===== src/rtl/abd_pkg.sv =====
// shared constants, coefficient tables and types for the adpcm block decoder
package abd_pkg;

   localparam logic [15:0] MAX_SAMPLES = 16'hffff;

   localparam logic [3:0] POS_HEADER = 4'd0;
   localparam logic [3:0] POS_FLAGS  = 4'd1;
   localparam logic [3:0] POS_WRAP   = 4'd0;

   localparam logic [7:0] FLAG_END      = 8'd3;
   localparam logic [7:0] FLAG_LOOP     = 8'd6;
   localparam logic [7:0] FLAG_END_LOOP = 8'd7;

   typedef logic signed [15:0] pcm_type;
   typedef logic signed [7:0]  coef_type;

   function automatic coef_type coef_first(input logic [3:0] filter);
      coef_type c;
      case (filter)
         4'd1:    c = 8'sd60;
         4'd2:    c = 8'sd115;
         4'd3:    c = 8'sd98;
         4'd4:    c = 8'sd122;
         default: c = 8'sd0;
      endcase
      return c;
   endfunction

   function automatic coef_type coef_second(input logic [3:0] filter);
      coef_type c;
      case (filter)
         4'd2:    c = -8'sd52;
         4'd3:    c = -8'sd55;
         4'd4:    c = -8'sd60;
         default: c = 8'sd0;
      endcase
      return c;
   endfunction

endpackage


===== src/rtl/abd_req_if.sv =====
// request channel: one stream byte per beat
interface abd_req_if;
   logic       valid;
   logic       ready;
   logic [7:0] data_byte;
   logic       voice_start;

   modport source (output valid, data_byte, voice_start, input ready);
   modport sink (input valid, data_byte, voice_start, output ready);
endinterface


===== src/rtl/abd_rsp_if.sv =====
// response channel: one decoded sample per beat
interface abd_rsp_if;
   logic                 valid;
   logic                 ready;
   abd_pkg::pcm_type     sample;
   logic                 pair_last;
   logic                 loop_point_next;
   logic                 voice_end;
   logic                 overflow;

   modport source (output valid, sample, pair_last, loop_point_next, voice_end, overflow,
                   input ready);
   modport sink (input valid, sample, pair_last, loop_point_next, voice_end, overflow,
                 output ready);
endinterface


===== src/rtl/adpcm_block_decoder.sv =====
// adpcm block decoder: streams 16-byte blocks in, 16-bit pcm samples out
//
// req_chan carries one stream byte per beat with voice_start, which clears
// the voice before that byte. rsp_chan carries one sample per beat with its
// pair, loop, end and overflow marks.
// an accepted byte sits in a hold register; the cycle after, the decode
// logic works one nibble per cycle, unless rsp_chan stalls, against the
// history registers and writes the output register, so each sample passes
// through the hold register and then the output register.
// header bytes and bytes of a stopped voice finish without waiting on rsp_chan
// and give no beat; a data byte is decoded one nibble at a time, since the
// second nibble predicts from the first, unless the first ends the voice.
// sustained rate: one sample beat per cycle while rsp_chan takes them.
// a new byte is taken in the cycle the held one finishes, while the output
// register may still hold an untaken sample.
// reset clears the voice state and the valid flags of the hold and output registers.
// when rsp_chan stalls, the output register holds its sample and the decode
// waits; header bytes still pass until a data byte is held.
module adpcm_block_decoder (
   input logic      clock,
   input logic      reset,
   abd_req_if.sink  req_chan,
   abd_rsp_if.source rsp_chan
);

   // hold register
   logic       hold_valid_ff;
   logic [7:0] hold_byte_ff;
   logic       hold_start_ff;
   logic       hold_phase_ff;

   // voice state
   logic [3:0]        pos_ff, pos_in;
   logic [3:0]        shift_ff, shift_in;
   logic [3:0]        filter_ff, filter_in;
   logic [7:0]        flags_ff, flags_in;
   abd_pkg::pcm_type  hist1_ff, hist1_in;
   abd_pkg::pcm_type  hist2_ff, hist2_in;
   logic [15:0]       count_ff, count_in;
   logic              stop_ff, stop_in;

   // output register
   logic              rsp_valid_ff;
   abd_pkg::pcm_type  rsp_sample_ff;
   logic              rsp_pair_ff;
   logic              rsp_loop_ff;
   logic              rsp_end_ff;
   logic              rsp_ovf_ff;

   // effective state after an optional voice clear
   logic              clear_now;
   logic [3:0]        e_pos, e_shift, e_filter;
   logic [7:0]        e_flags;
   abd_pkg::pcm_type  e_hist1, e_hist2;
   logic [15:0]       e_count;
   logic              e_stop;

   logic              slot_free;
   logic              fire;
   logic              emit;
   logic              done;

   // nibble decode
   logic [3:0]                nib;
   logic signed [15:0]        base;
   abd_pkg::coef_type         k0, k1;
   logic signed [23:0]        m0, m1;
   logic signed [24:0]        acc;
   logic signed [19:0]        sum;
   abd_pkg::pcm_type          sat;
   logic [15:0]               count_nx;
   logic                      block_last;
   logic                      ovf;
   logic                      ends;
   logic                      loops;

   assign clear_now = hold_start_ff && !hold_phase_ff;
   assign e_pos     = clear_now ? 4'd0 : pos_ff;
   assign e_shift   = clear_now ? 4'd0 : shift_ff;
   assign e_filter  = clear_now ? 4'd0 : filter_ff;
   assign e_flags   = clear_now ? 8'd0 : flags_ff;
   assign e_hist1   = clear_now ? 16'sd0 : hist1_ff;
   assign e_hist2   = clear_now ? 16'sd0 : hist2_ff;
   assign e_count   = clear_now ? 16'd0 : count_ff;
   assign e_stop    = clear_now ? 1'b0 : stop_ff;

   assign slot_free = !rsp_valid_ff || rsp_chan.ready;

   assign nib        = hold_phase_ff ? hold_byte_ff[7:4] : hold_byte_ff[3:0];
   assign base       = $signed({nib, 12'd0}) >>> e_shift;
   assign k0         = abd_pkg::coef_first(e_filter);
   assign k1         = abd_pkg::coef_second(e_filter);
   assign m0         = e_hist1 * k0;
   assign m1         = e_hist2 * k1;
   assign acc        = {m0[23], m0} + {m1[23], m1} + 25'sd32;
   assign sum        = {{4{base[15]}}, base} + {acc[24], acc[24:6]};
   assign count_nx   = (e_count < abd_pkg::MAX_SAMPLES) ? 16'(e_count + 16'd1) : e_count;
   assign ovf        = (count_nx == abd_pkg::MAX_SAMPLES);
   assign block_last = hold_phase_ff && (pos_ff == abd_pkg::POS_WRAP);
   assign ends       = ovf || (block_last && (e_flags == abd_pkg::FLAG_END ||
                                              e_flags == abd_pkg::FLAG_END_LOOP));
   assign loops      = !ovf && block_last && (e_flags == abd_pkg::FLAG_LOOP);

   always_comb begin
      if (sum > 20'sd32767) begin
         sat = 16'sh7fff;
      end else if (sum < -20'sd32768) begin
         sat = 16'sh8000;
      end else begin
         sat = sum[15:0];
      end
   end

   always_comb begin
      fire      = 1'b0;
      emit      = 1'b0;
      done      = 1'b0;
      pos_in    = pos_ff;
      shift_in  = shift_ff;
      filter_in = filter_ff;
      flags_in  = flags_ff;
      hist1_in  = hist1_ff;
      hist2_in  = hist2_ff;
      count_in  = count_ff;
      stop_in   = stop_ff;
      if (hold_valid_ff) begin
         if (!hold_phase_ff && (e_stop || e_pos == abd_pkg::POS_HEADER ||
                                e_pos == abd_pkg::POS_FLAGS)) begin
            fire = 1'b1;
            done = 1'b1;
         end else begin
            fire = slot_free;
            emit = slot_free;
            done = slot_free && (hold_phase_ff || ends);
         end
      end
      if (fire) begin
         pos_in    = e_pos;
         shift_in  = e_shift;
         filter_in = e_filter;
         flags_in  = e_flags;
         hist1_in  = e_hist1;
         hist2_in  = e_hist2;
         count_in  = e_count;
         stop_in   = e_stop;
         if (!e_stop && !hold_phase_ff) begin
            pos_in = 4'(e_pos + 4'd1);
         end
         if (!e_stop && !hold_phase_ff && e_pos == abd_pkg::POS_HEADER) begin
            shift_in  = hold_byte_ff[3:0];
            filter_in = hold_byte_ff[7:4];
         end
         if (!e_stop && !hold_phase_ff && e_pos == abd_pkg::POS_FLAGS) begin
            flags_in = hold_byte_ff;
         end
         if (emit) begin
            hist2_in = e_hist1;
            hist1_in = sat;
            count_in = count_nx;
            stop_in  = ends;
         end
      end
   end

   assign req_chan.ready = !hold_valid_ff || done;

   always_ff @(posedge clock) begin
      if (reset) begin
         hold_valid_ff <= 1'b0;
         hold_phase_ff <= 1'b0;
      end else if (req_chan.valid && req_chan.ready) begin
         hold_valid_ff <= 1'b1;
         hold_phase_ff <= 1'b0;
      end else if (done) begin
         hold_valid_ff <= 1'b0;
         hold_phase_ff <= 1'b0;
      end else if (emit) begin
         hold_phase_ff <= 1'b1;
      end
   end

   always_ff @(posedge clock) begin
      if (req_chan.valid && req_chan.ready) begin
         hold_byte_ff  <= req_chan.data_byte;
         hold_start_ff <= req_chan.voice_start;
      end
   end

   always_ff @(posedge clock) begin
      if (reset) begin
         pos_ff    <= 4'd0;
         shift_ff  <= 4'd0;
         filter_ff <= 4'd0;
         flags_ff  <= 8'd0;
         hist1_ff  <= 16'sd0;
         hist2_ff  <= 16'sd0;
         count_ff  <= 16'd0;
         stop_ff   <= 1'b0;
      end else begin
         pos_ff    <= pos_in;
         shift_ff  <= shift_in;
         filter_ff <= filter_in;
         flags_ff  <= flags_in;
         hist1_ff  <= hist1_in;
         hist2_ff  <= hist2_in;
         count_ff  <= count_in;
         stop_ff   <= stop_in;
      end
   end

   always_ff @(posedge clock) begin
      if (reset) begin
         rsp_valid_ff <= 1'b0;
      end else if (emit) begin
         rsp_valid_ff <= 1'b1;
      end else if (rsp_chan.ready) begin
         rsp_valid_ff <= 1'b0;
      end
   end

   always_ff @(posedge clock) begin
      if (emit) begin
         rsp_sample_ff <= sat;
         rsp_pair_ff   <= hold_phase_ff;
         rsp_loop_ff   <= loops;
         rsp_end_ff    <= ends;
         rsp_ovf_ff    <= ovf;
      end
   end

   assign rsp_chan.valid           = rsp_valid_ff;
   assign rsp_chan.sample          = rsp_sample_ff;
   assign rsp_chan.pair_last       = rsp_pair_ff;
   assign rsp_chan.loop_point_next = rsp_loop_ff;
   assign rsp_chan.voice_end       = rsp_end_ff;
   assign rsp_chan.overflow        = rsp_ovf_ff;

endmodule


===== src/flat_wrapper.sv =====
// flat-port wrapper written by rule: the top's interface ports become plain ports
module adpcm_block_decoder_flat 
  (clock, reset, req_chan_valid, req_chan_data_byte, req_chan_voice_start, req_chan_ready, rsp_chan_valid, rsp_chan_sample, rsp_chan_pair_last, rsp_chan_loop_point_next, rsp_chan_voice_end, rsp_chan_overflow, rsp_chan_ready);
  abd_req_if req_chan_i ();
  abd_rsp_if rsp_chan_i ();
  input logic clock;
  input logic reset;
  input wire logic [$bits(req_chan_i.valid)-1:0] req_chan_valid;
  input wire logic [$bits(req_chan_i.data_byte)-1:0] req_chan_data_byte;
  input wire logic [$bits(req_chan_i.voice_start)-1:0] req_chan_voice_start;
  output wire logic [$bits(req_chan_i.ready)-1:0] req_chan_ready;
  output wire logic [$bits(rsp_chan_i.valid)-1:0] rsp_chan_valid;
  output wire logic [$bits(rsp_chan_i.sample)-1:0] rsp_chan_sample;
  output wire logic [$bits(rsp_chan_i.pair_last)-1:0] rsp_chan_pair_last;
  output wire logic [$bits(rsp_chan_i.loop_point_next)-1:0] rsp_chan_loop_point_next;
  output wire logic [$bits(rsp_chan_i.voice_end)-1:0] rsp_chan_voice_end;
  output wire logic [$bits(rsp_chan_i.overflow)-1:0] rsp_chan_overflow;
  input wire logic [$bits(rsp_chan_i.ready)-1:0] rsp_chan_ready;
  assign req_chan_i.valid = req_chan_valid;
  assign req_chan_i.data_byte = req_chan_data_byte;
  assign req_chan_i.voice_start = req_chan_voice_start;
  assign req_chan_ready = req_chan_i.ready;
  assign rsp_chan_valid = rsp_chan_i.valid;
  assign rsp_chan_sample = rsp_chan_i.sample;
  assign rsp_chan_pair_last = rsp_chan_i.pair_last;
  assign rsp_chan_loop_point_next = rsp_chan_i.loop_point_next;
  assign rsp_chan_voice_end = rsp_chan_i.voice_end;
  assign rsp_chan_overflow = rsp_chan_i.overflow;
  assign rsp_chan_i.ready = rsp_chan_ready;
  adpcm_block_decoder u_core (.clock(clock), .reset(reset), .req_chan(req_chan_i), .rsp_chan(rsp_chan_i));
endmodule

===== config.mk =====
export PLATFORM = sky130hd
export DESIGN_NAME = adpcm_block_decoder_flat
export DESIGN_NICKNAME = d
export VERILOG_FILES = /design/src/rtl/abd_pkg.sv /design/src/rtl/abd_req_if.sv /design/src/rtl/abd_rsp_if.sv /design/src/rtl/adpcm_block_decoder.sv /design/src/flat_wrapper.sv
export SDC_FILE = /design/constraint.sdc
export NUM_CORES = 1
export LEC_CHECK = 0
export BUFFER_PORTS_ARGS = -buffer_cell sky130_fd_sc_hd__buf_2
export CORE_UTILIZATION = 52
export CTS_BUF_LIST = sky130_fd_sc_hd__clkbuf_16
export DETAILED_ROUTE_END_ITERATION = 10
export PLACE_DENSITY = 0.7
export SLEW_MARGIN = 10
export SYNTH_ARGS = -nofsm -noshare
export SYNTH_HDL_FRONTEND = slang
export SYNTH_SLANG_ARGS = --single-unit
export TNS_END_PERCENT = 1

===== constraint.sdc =====
create_clock -name clock -period 14.8 [get_ports clock]
set_input_delay 1.48 -clock clock [delete_from_list [all_inputs] [get_ports clock]]
set_output_delay 1.48 -clock clock [all_outputs]
set_load 0.02 [all_outputs]

After elaboration in Yosys (flattened, before gate mapping):

Cells that the tools add are included.

* bits in registers: 101
* bits of input ports: 13
* output and inout bits: 22

* reductions and logical operators: 28
* magnitude comparators: 3
* multiplexer cells: 32
* shifts and indexed selects: 1
* add/subtract/negate cells: 5
* $mul: 2
* equal/unequal tests: 9

Operators by type and width (count)
* 2-to-1 mux 16 bit: 9
* multiplier 16 x 8 -> 24 bit: 2
* 2-to-1 mux 4 bit: 7
* one-hot mux 7 bit (4 select lines): 1
* adder 24 x 24 -> 25 bit: 1
* adder 25 x 6 -> 25 bit (second input constant): 1
* one-hot mux 8 bit (3 select lines): 1
* adder 16 x 19 -> 20 bit: 1
* > comparator 20 x 16 -> 1 bit (second input constant): 1
* < comparator 20 x 16 -> 1 bit (second input constant): 1
* adder 16 x 1 -> 16 bit (second input constant): 1
* equality test 16 bit (second input constant): 1
* equality test 8 x 3 -> 1 bit (second input constant): 2
* < comparator 16 bit (second input constant): 1
* 2-to-1 mux 8 bit: 2
* >>> shifter 16 x 4 -> 16 bit: 1
* 2-to-1 mux 1 bit: 12
* logical AND 1 bit: 11
* equality test 4 x 1 -> 1 bit (second input constant): 2
* equality test 4 x 2 -> 1 bit (second input constant): 2
* equality test 8 x 2 -> 1 bit (second input constant): 1
* zero test 4 bit: 2
* logical OR 1 bit: 7
* zero test 1 bit: 5
* 4 further kinds: 5

Depth between registers and ports, before layout:

Gate-level depths: netlist of the first run.

* depth in word-level cells: 14
* mapped depth: 38

Worst setup path after synthesis of the first run:

No wires, ideal clock.

* path kind: register to register
* start point: register u_core.hold_start_ff
* end point: register u_core.hist1_ff[11]
* arrival: 8742 ps
* setup time: 81 ps
* stages on the path, launching flop included: 38
* path buffers: 5
* setup slack: 5977 ps
* path through: edfxtp_1 -> nor2b_1 -> clkbuf_1 -> nor3_1 -> and3b_1 -> clkbuf_1 -> a21oi_1 -> clkbuf_1 -> nor2_1 -> fa_1 -> inv_1 -> fa_1 -> fa_1 -> inv_1 -> fa_1 -> fa_1 -> inv_1 -> fa_1 -> (+2 left out) -> a21o_1 -> a22o_1 -> o31ai_1 -> a21oi_1 -> a31oi_1 -> o21bai_1 -> a211oi_1 -> nor2_1 -> ha_1 -> buf_2 -> a21o_1 -> a21oi_1 -> o21a_1 -> o311ai_1 -> o41ai_4 -> buf_4 -> nand2_1 -> a211oi_2

* cells in the longest elaborated chain, start to end: 12
* elaborated cells on any way between the ends: 33

RTL lines
* from (decl): RTL line adpcm_block_decoder.sv:29 `logic hold_start_ff;`
* from (signal assigned): RTL line adpcm_block_decoder.sv:185 `hold_start_ff <= req_chan.voice_start;`
* logical AND 1 bit (*): RTL line adpcm_block_decoder.sv:77 `assign clear_now = hold_start_ff && !hold_phase_ff;`
* 2-to-1 mux 4 bit: RTL line adpcm_block_decoder.sv:80 `assign e_filter = clear_now ? 4'd0 : filter_ff;`
* equality test 4 x 3 -> 1 bit (tied with other cells): RTL line abd_pkg.sv:19, abd_pkg.sv:31
* one-hot mux 7 bit (4 select lines) or one-hot mux 8 bit (3 select lines) (tied branches): RTL line abd_pkg.sv:19, abd_pkg.sv:31
* multiplier 16 x 8 -> 24 bit, on equally long branches: RTL line adpcm_block_decoder.sv:93, adpcm_block_decoder.sv:94
* adder 24 x 24 -> 25 bit: RTL line adpcm_block_decoder.sv:95 `assign acc = {m0[23], m0} + {m1[23], m1} + 25'sd32;`
* adder 25 x 6 -> 25 bit: RTL line adpcm_block_decoder.sv:95
* adder 16 x 19 -> 20 bit: RTL line adpcm_block_decoder.sv:96 `assign sum = {{4{base[15]}}, base} + {acc[24], acc[24:6]};`
* < comparator 20 x 16 -> 1 bit: RTL line adpcm_block_decoder.sv:107 `end else if (sum < -20'sd32768) begin`
* 2-to-1 mux 16 bit: RTL line adpcm_block_decoder.sv:107
* 2-to-1 mux 16 bit: RTL line adpcm_block_decoder.sv:105 `if (sum > 20'sd32767) begin`
* 2-to-1 mux 16 bit: RTL line adpcm_block_decoder.sv:156 `if (emit) begin`
* to (signal assigned): RTL line adpcm_block_decoder.sv:204 `hist1_ff <= hist1_in;`
* to (decl): RTL line adpcm_block_decoder.sv:37 `abd_pkg::pcm_type hist1_ff, hist1_in;`

Every way passes the cells marked *; elsewhere a longest branch is shown, timed or not.
A chain may end at the register's enable or synchronous reset.

Worst setup path in the final report of the first run:

* start point: register u_core.hold_start_ff
* end point: register u_core.hist1_ff[4]

Same word-level chain as after synthesis.

==> summary.txt, run 1 <==
Status
  – Status: completed

Timing
  – Maximum clock rate: 0.0929 GHz
  – Final hold violation count: 0
  – Minimum clock period: 10.76 ns
  – Slew margin rel.: 0.164
  – Final number of setup-violating endpoints: 0
  – Skew final: 0.0182 ns
  – Min Hold Slack: 0.517 ns
  – TNS Setup: 0 ns
  – Tcrit/Tclk final: 0.727
  – Unrepaired setup endpoints after global routing: false
  – PnR worst setup slack: 4.04 ns
  – Slew Limit Fails: 0
  – Measured slew at the worst slew-check pin: 1.25 ns

Clock tree
  – CTS tree: built
  – H-tree Lvls: 3
  – CTS buffer count: 9
  – CTS root buffer: clkbuf_16
  – Setup repair bufs after CTS: 0
  – CTS Sinks: 101
  – Clock-pin slew on the worst setup and hold paths: 0.08 ns
  – Clock latency at the later pin of the worst-skew pair: 0.37 ns
  – Post-cts resize count: 0
  – CTS Buffer Depth: 2
  – Hold-fix buffers, CTS: 0

Power and ir drop
  – Leak pwr: 6.41 nW
  – VDD IR max: 0.0607 mV
  – Pwr/cell area: 50.2 nW/um2
  – Design Power: 0.000707 W

Routing
  – Vias/cell: 5.72
  – Routed length per instance: 18.2 um
  – Routed Antenna Nets: 0
  – Drt initial violations: 767
  – Total number of vias: 10666
  – Drc violations: 0
  – DRT Wirelength: 33.9 mm
  – DRT Pass-1 Iters: 5

Placed design
  – Final GP Congestion: 0.913
  – Pre-CTS WS: 4.24 ns
  – Detail Placement HPWL: 27.0 mm
  – PortBufs: 34

Logic synthesis
  – Register area share after synthesis: 0.172
  – Syn. warnings: 0
  – #FFs+latches synth: 101
  – Post-synthesis cell count: 1542
  – Ys async rst share: 0
  – Syn_area_per_cell: 8.70 um2
  – Cell area after synthesis: 13400 um2
  – Post-synth EDFFs: 29
  – Netlist cell types: 80
  – Syn_nets: 1865
  – Ys flop type: dfxtp_1

Hold path
  – Hold Path Class: flop to flop

Floorplan
  – CORE AREA: 25300 um2
  – Initial core utilization: 0.531
  – IO Count: 35
  – Std-Cell Rows: 58
  – Full die area: 26400 um2
  – Die Y: 163 um
  – Chip width: 163 um

Worst setup path
  – Worst Path Max Fanout: 27
  – Critical Path End Type: flop
  – R2R Setup Slk: 4.04 ns
  – Reg2Reg Capture Point: u_core.hist1_ff[4]
  – CP Launch Point: u_core.hold_start_ff
  – Crit path to: u_core.hist1_ff[4]
  – Startpoint types: flop
  – Reg-to-Reg Start: u_core.hold_start_ff
  – Arr. time, crit path: 10.96 ns
  – Setup Crit Path Kind: flop to flop
  – Crit-path slowest cell: nor2_1
  – Required @ worst endpoint: 15.00 ns
  – Worst path max stage delay: 0.96 ns
  – Worst-case reg-to-reg path depth: 32
  – Top cell by count, worst path: fa_1

GRT
  – Total grt overflow: 0
  – Initial antenna violation count: 0
  – Number of global-route vias before repair: 10902
  – First-pass GRT wire length: 55.9 mm
  – GRT Total Usage: 0.273
  – Largest net degree at the start of global routing: 74

Cells and area
  – Final layout net count: 1853
  – Ant. Diodes: 0
  – Layout cells sized above 1: 0.0671
  – Area Overhead vs Synth: 5.11%
  – Most common cell after layout, fill and taps aside: inv_1
  – Highest-count cells in the layout ignoring fill and taps: inv_1 (248), nor2_1 (198), fa_1 (183), nand2_1 (136), ha_1 (127)

Job
  – Max_cap viols: 0
-- registers in the layout, summed over array words and instances (netlist names), 8 cells and up --
signal / cells
u_core.hist1_ff: 16
u_core.flags_ff: 8
u_core.hold_byte_ff: 8
u_core.rsp_chan.sample: 16
u_core.hist2_ff: 16
u_core.count_ff: 16
-- worst min path at each step --
stage                                     to               start  depth (start not counted)
after floorplan           u_core.flags_ff[1]  u_core.flags_ff[1]                          2
after global placement    u_core.flags_ff[1]  u_core.flags_ff[1]                          2
after detailed placement  u_core.flags_ff[1]  u_core.flags_ff[1]                          2
after CTS                 u_core.flags_ff[1]  u_core.flags_ff[1]                          2
after global routing      u_core.flags_ff[7]  u_core.flags_ff[7]                          2
final                     u_core.flags_ff[1]  u_core.flags_ff[1]                          2
-- layer usage --
layer | vias up | wire length [um] | global-route usage
met1 | 5200 | 14500 | 0.356
li1 | 5045 | - | -
met2 | 348 | 16000 | 0.449
met5 | - | 0 | 0
met3 | 73 | 2220 | 0.0509
met4 | 0 | 1220 | 0.105
-- worst max-delay path: cells and delay by family (launching register included) --
| family | cells | cell delay [ns] |
|---|---|---|
| buf+inv | 5 | 0.55 |
| flops | 1 | 0.48 |
| compound gates | 11 | 3.13 |
| simple gates | 8 | 2.48 |
| fa+ha+maj | 8 | 3.92 |
-- kinds of logic after synthesis --
family | Yosys count | synth area share
compound gates | 271 | 0.140
xor+xnor | 38 | 0.0248
fa+ha+maj | 310 | 0.392
buf+inv | 315 | 0.0913
flops | 101 | 0.172
mux | 11 | 0.00868
simple gates | 496 | 0.171
-- report_power, final --
group	switching (W)	internal, W	total [W]
sequential	0.00000963	0.000293	0.000303
combinational	0.000100	0.0000500	0.000150
clock	0.000132	0.000122	0.000254
total	0.000242	0.000465	0.000707
-- final cells by class --
type                       instances  area (um2)
multi-input combinational       1126        9890
sequential                       101        2310
clock buffer                       9         225
timing repair buffer              43         238
tap                              330         413
clock inverter                     7        85.1
inverter                         249         935
fill                            2301       11200
-- synth_stat cells, types with 7 or more instances --
library cell / n / area share
o21ai_1: 9 / 0.0034
nand2_1: 136 / 0.038
fa_1: 183 / 0.27
nor3_1: 18 / 0.0067
clkbuf_1: 43 / 0.012
nor2b_1: 9 / 0.0042
a21oi_1: 80 / 0.030
nor2_1: 199 / 0.056
a211oi_1: 10 / 0.0056
buf_2: 9 / 0.0034
and3_1: 9 / 0.0042
xnor2_1: 25 / 0.016
a21o_1: 16 / 0.0090
nand3_1: 32 / 0.012
o21ai_0: 29 / 0.011
buf_1: 7 / 0.0020
inv_1: 248 / 0.069
o21a_1: 13 / 0.0073
and2_1: 32 / 0.015
o211ai_1: 14 / 0.0078
a22oi_1: 41 / 0.023
nand2b_1: 12 / 0.0056
edfxtp_1: 29 / 0.065
dfxtp_1: 72 / 0.11
nand4_1: 11 / 0.0051
ha_1: 127 / 0.12
a211oi_2: 11 / 0.010
xor2_1: 13 / 0.0085
-- per-stage QoR --
| step | std cells | util | cell area (um2) |
|---|---|---|---|
| 6_report | 1865 | 0.558 | 14100 |
| 5_1_grt | 1865 | 0.558 | 14100 |
| 4_1_cts | 1865 | 0.558 | 14100 |
| 3_5_place_dp | 1849 | 0.546 | 13800 |
| 3_3_place_gp | 1849 | 0.546 | 13800 |
| 2_1_floorplan | 1542 | - | 13400 |
Power figures use the tool's default switching activity.
==> run 2, diff against run 1 <==
PLACE_DENSITY = 0.73   (was 0.7)
clock period = 8.8 ns   (was 14.8 ns; I/O delays follow)
==> run 2 against run 1 <==
Net effect: global-route usage up 0.63 points; routed wire length increased by 6.5%; combinational power is 110% higher; largest power group unchanged; setup slack worse by 3.9 ns.
==> summary.txt, run 2 (synthesis gave the netlist of run 1 again) <==
Floorplan
  – Die Y: 163 um
  – IO Count: 35
  – Chip width: 163 um
  – Full die area: 26400 um2
  – CORE AREA: 25300 um2
  – Std-Cell Rows: 58
  – Initial core utilization: 0.531

Worst setup path
  – Setup Crit Path Kind: flop to flop
  – Worst Path Max Fanout: 10
  – Critical Path End Type: flop
  – CP Launch Point: u_core.hold_start_ff
  – Top cell by count, worst path: fa_1
  – Crit-path slowest cell: fa_1
  – Required @ worst endpoint: 9.08 ns
  – Worst path max stage delay: 0.56 ns
  – Startpoint types: flop
  – Reg-to-Reg Start: u_core.hold_start_ff
  – Arr. time, crit path: 8.92 ns

GRT
  – Initial antenna violation count: 0
  – GRT Total Usage: 0.279
  – Largest net degree at the start of global routing: 74
  – Number of global-route vias before repair: 10911
  – First-pass GRT wire length: 57.6 mm
  – Total grt overflow: 0

Timing
  – Final hold violation count: 0
  – Measured slew at the worst slew-check pin: 1.15 ns
  – Final number of setup-violating endpoints: 0
  – Skew final: 0.0101 ns
  – Tcrit/Tclk final: 0.982
  – Minimum clock period: 8.65 ns
  – Slew Limit Fails: 0
  – Slew margin rel.: 0.232
  – Maximum clock rate: 0.116 GHz

Job
  – Max_cap viols: 0

Clock tree
  – Clock-pin slew on the worst setup and hold paths: 0.09 ns
  – Clock latency at the later pin of the worst-skew pair: 0.37 ns
  – CTS tree: built
  – H-tree Lvls: 3
  – CTS Buffer Depth: 2
  – CTS root buffer: clkbuf_16
  – CTS buffer count: 9
  – CTS Sinks: 101
  – Hold-fix buffers, CTS: 0

Hold path
  – Hold Path Class: flop to flop
  – Hold Path Origin: u_core.flags_ff[4]

Cells and area
  – Highest-count cells in the layout ignoring fill and taps: inv_1 (247), nor2_1 (186), fa_1 (183), nand2_1 (130), ha_1 (118)
  – Ant. Diodes: 0
  – Util after Layout: 0.598
  – Most common cell after layout, fill and taps aside: inv_1
  – Layout fillers: 2181
  – Area Overhead vs Synth: 12.5%
  – Layout cells sized above 1: 0.148
  – Final layout net count: 1915

Routing
  – DRT Pass-1 Iters: 5
  – Total number of vias: 11061
  – Vias/cell: 5.74
  – Drc violations: 0
  – DRT Wirelength: 36.1 mm
  – Routed length per instance: 18.7 um
  – Drt initial violations: 752
  – Routed Antenna Nets: 0

Status
  – Status: completed

Power and ir drop
  – Leak pwr: 6.83 nW
  – Pwr/cell area: 84.1 nW/um2
  – Design Power: 0.00127 W
  – VDD IR max: 0.102 mV

Placed design
  – Final GP Congestion: 0.942
  – Detail Placement HPWL: 28.0 mm
  – PortBufs: 34
==> run 2: path summary, 6_finish.rpt <==
path / to / slack (ns) / cells past startpoint
worst max-delay path: u_core.hist1_ff[9] / 0.15 / 34
worst min-delay path: u_core.flags_ff[4] / 0.51 / 2
worst max register to register: u_core.hist1_ff[9] / 0.15 / 34
worst min register to register: u_core.flags_ff[4] / 0.51 / 2
==> run 2: area by class of cell <==
type / instances / area (um2) / share of cell area
inverter: 249 / 938 / 0.0622
multi-input combinational: 1128 / 10300 / 0.685
tap: 330 / 413 / 0.0274
clock inverter: 7 / 96.3 / 0.00638
timing repair buffer: 103 / 757 / 0.0502
sequential: 101 / 2320 / 0.153
clock buffer: 9 / 225 / 0.0149
==> run 2: metrics by stage <==
stage                     setup WS, ns  hold WS [ns]  instance area (um2)  TNS [ns]  instances
after floorplan                0.00829         0.457                13400         0       1542
after global placement          -0.199         0.482                14100     -3.72       1891
after detailed placement        -0.320         0.490                14100     -7.30       1891
after CTS                      -0.0277         0.509                14500   -0.0277       1909
after global routing            -0.191         0.536                15100     -1.79       1927
final                            0.155         0.513                15100         0       1927
==> run 2: worst max-delay path: cells and delay by family (launching register included) <==
kind | cells | cell delay [ns]
buf+inv | 7 | 0.76
compound gates | 12 | 2.57
xor+xnor | 1 | 0.17
simple gates | 6 | 0.94
fa+ha+maj | 8 | 3.75
flops | 1 | 0.36
==> run 2: what timing repair did <==
| action | CTS | global route |
|---|---|---|
| endpoints found under the setup margin | 30 | 31 |
| gates cloned | 0 | 3 |
| pin swaps | 3 | 45 |
| buffers inserted | 2 | 15 |
| resized for setup | 12 | 89 |
==> run 2: report_power, final <==
part | total [W] | internal (W) | leakage, nW | switching, W
Clock | 0.000440 | 0.000209 | 0.156 | 0.000231
Sequential | 0.000508 | 0.000493 | 0.856 | 0.0000149
Combinational | 0.000322 | 0.000125 | 5.82 | 0.000197
==> run 2: metal layers <==
layer	vias to the layer above	track usage	part of all wire
met5	-	0	0
met3	87	0.0328	0.059
met1	5403	0.378	0.42
met4	0	0.0726	0.032
met2	389	0.474	0.49
li1	5182	-	-
==> run 3, diff against run 2 <==
PLACE_DENSITY = 0.7   (was 0.73)
clock period = 10.4 ns   (was 8.8 ns; I/O delays follow)
==> run 3 against run 2 <==
Net effect: die area unchanged; cell area down 6.1%; clock power shrank 24%; critical path depth is 1 lower; global-route usage shrank 0.67 points; power shrank 22%; first-iteration DRC count rose by 4.1%; maximum frequency shrank 11%; flip-flop and latch count did not move; sequential share of layout area increased by 0.98 points; core utilization fell by 3.7 points; largest cell class unchanged.
==> summary.txt, run 3 (synthesis gave the netlist of run 1 again) <==
Power and ir drop
  – Switching Fraction: 0.326
  – Int Power: 0.000664 W
  – Pwr/cell area: 69.5 nW/um2
  – P_sw: 0.000321 W
  – VDD IR max: 0.0781 mV
  – Leak pwr: 6.45 nW
  – Combinational Power Share: 0.224
  – Flop pwr share: 0.437
  – Clk network pwr share: 0.340

Routing
  – Drt initial violations: 783
  – Vias/cell: 5.66
  – Total number of vias: 10600
  – DRT Pass-1 Iters: 5
  – Drc violations: 0
  – DRT Wirelength: 33.6 mm
  – Routed length per instance: 17.9 um
  – Routed Antenna Nets: 0

GRT
  – Total grt overflow: 0
  – Number of global-route vias before repair: 10692
  – Largest net degree at the start of global routing: 74
  – First-pass GRT wire length: 56.1 mm
  – GRT Total Usage: 0.272
  – Initial antenna violation count: 0

Worst setup path
  – Startpoint types: flop
  – Worst Path Max Fanout: 19
  – Critical Path End Type: flop
  – Required @ worst endpoint: 10.60 ns
  – Worst path max stage delay: 0.55 ns
  – Setup Crit Path Kind: flop to flop
  – Arr. time, crit path: 9.96 ns
  – Top cell by count, worst path: fa_1
  – Crit-path slowest cell: fa_1

Clock tree
  – Clock-pin slew on the worst setup and hold paths: 0.08 ns
  – CTS root buffer: clkbuf_16
  – CTS tree: built
  – CTS Buffer Depth: 2
  – CTS Sinks: 101
  – Clock latency at the later pin of the worst-skew pair: 0.36 ns
  – Hold-fix buffers, CTS: 0
  – H-tree Lvls: 3
  – CTS buffer count: 9

Timing
  – Maximum clock rate: 0.102 GHz
  – TNS Setup: 0 ns
  – Minimum clock period: 9.77 ns
  – Final hold violation count: 0
  – Unrepaired setup endpoints after global routing: false
  – Final number of setup-violating endpoints: 0
  – Slew margin rel.: 0.327
  – Min Hold Slack: 0.513 ns
  – Tcrit/Tclk final: 0.939
  – Measured slew at the worst slew-check pin: 1.01 ns
  – Skew final: 0.00953 ns
  – Slew Limit Fails: 0

Job
  – Max_cap viols: 0

Cells and area
  – Layout fillers: 2282
  – Multi-input logic area: 9890 um2
  – Ant. Diodes: 0
  – Highest-count cells in the layout ignoring fill and taps: inv_1 (249), nor2_1 (198), fa_1 (183), nand2_1 (136), ha_1 (127)
  – Most common cell after layout, fill and taps aside: inv_1
  – Layout cells sized above 1: 0.0738
  – Area Overhead vs Synth: 5.65%
  – Final layout net count: 1862
  – Seq. cell area: 2310 um2

Hold path
  – Hold Path Class: flop to flop

Status
  – Status: completed

Floorplan
  – Chip width: 163 um
  – IO Count: 35
  – Full die area: 26400 um2
  – CORE AREA: 25300 um2
  – Std-Cell Rows: 58
  – Die Y: 163 um
  – Initial core utilization: 0.531

Placed design
  – Final GP Congestion: 0.952
  – Detail Placement HPWL: 27.3 mm
  – PortBufs: 34
==> run 3: what timing repair did <==
| action | in CTS | in global routing |
|---|---|---|
| endpoints found under the setup margin | 0 | 30 |
| resized for setup | 0 | 3 |
| setup buffers | 0 | 2 |
==> run 3: path summary, 6_finish.rpt <==
check | slack (ns) | endpoint | startpoint | cells after the start
worst max register to register | 0.63 | u_core.hist1_ff[5] | u_core.hold_start_ff | 33
worst min register to register | 0.51 | u_core.pos_ff[1] | u_core.pos_ff[1] | 2
worst min-delay path | 0.51 | u_core.pos_ff[1] | u_core.pos_ff[1] | 2
worst max-delay path | 0.63 | u_core.hist1_ff[5] | u_core.hold_start_ff | 33
==> run 3: area by class of cell <==
| cell class | count | share of cell area |
|---|---|---|
| flip-flops and latches | 101 | 0.163 |
| clock inverters | 7 | 0.00477 |
| inverters | 249 | 0.0660 |
| repair buffers | 52 | 0.0224 |
| clock buffers | 9 | 0.0159 |
| multi-input cells | 1126 | 0.698 |
| well taps | 330 | 0.0291 |
==> run 3: power groups by stage <==
stage	Sequential (W)	Combinational [W]	Clock, W
final	0.000430	0.000220	0.000334
after CTS	0.000430	0.000215	0.000341
after global routing	0.000431	0.000244	0.000354
after floorplan	0.000433	0.000161	0
after detailed placement	0.000439	0.000213	0
after global placement	0.000439	0.000212	0
==> run 3: per-stage QoR <==
stage          power, W   util  cell area [um2]  worst slack (ns)  cells
6_report       0.000985  0.561            14200             0.634   1874
4_1_cts        0.000986  0.559            14100             0.324   1872
5_1_grt         0.00103  0.561            14200             0.124   1874
3_5_place_dp   0.000652  0.548            13800             0.410   1856
3_3_place_gp   0.000651  0.548            13800             0.611   1856
2_1_floorplan  0.000594      -            13400              1.58   1542
==> run 3: layer usage <==
layer	share of wire	GRT usage	up-vias
met1	0.44	0.376	5183
met2	0.48	0.447	308
met4	0.027	0.0735	0
met3	0.057	0.0402	50
met5	0	0	-
li1	-	-	5059
==> run 3: worst max-delay path, delay by kind of cell, from the launching register on <==
kind | cells | cell delay (ns)
fa+ha+maj | 8 | 3.58
compound gates | 11 | 2.74
simple gates | 7 | 1.63
buf+inv | 7 | 1.15
flops | 1 | 0.48
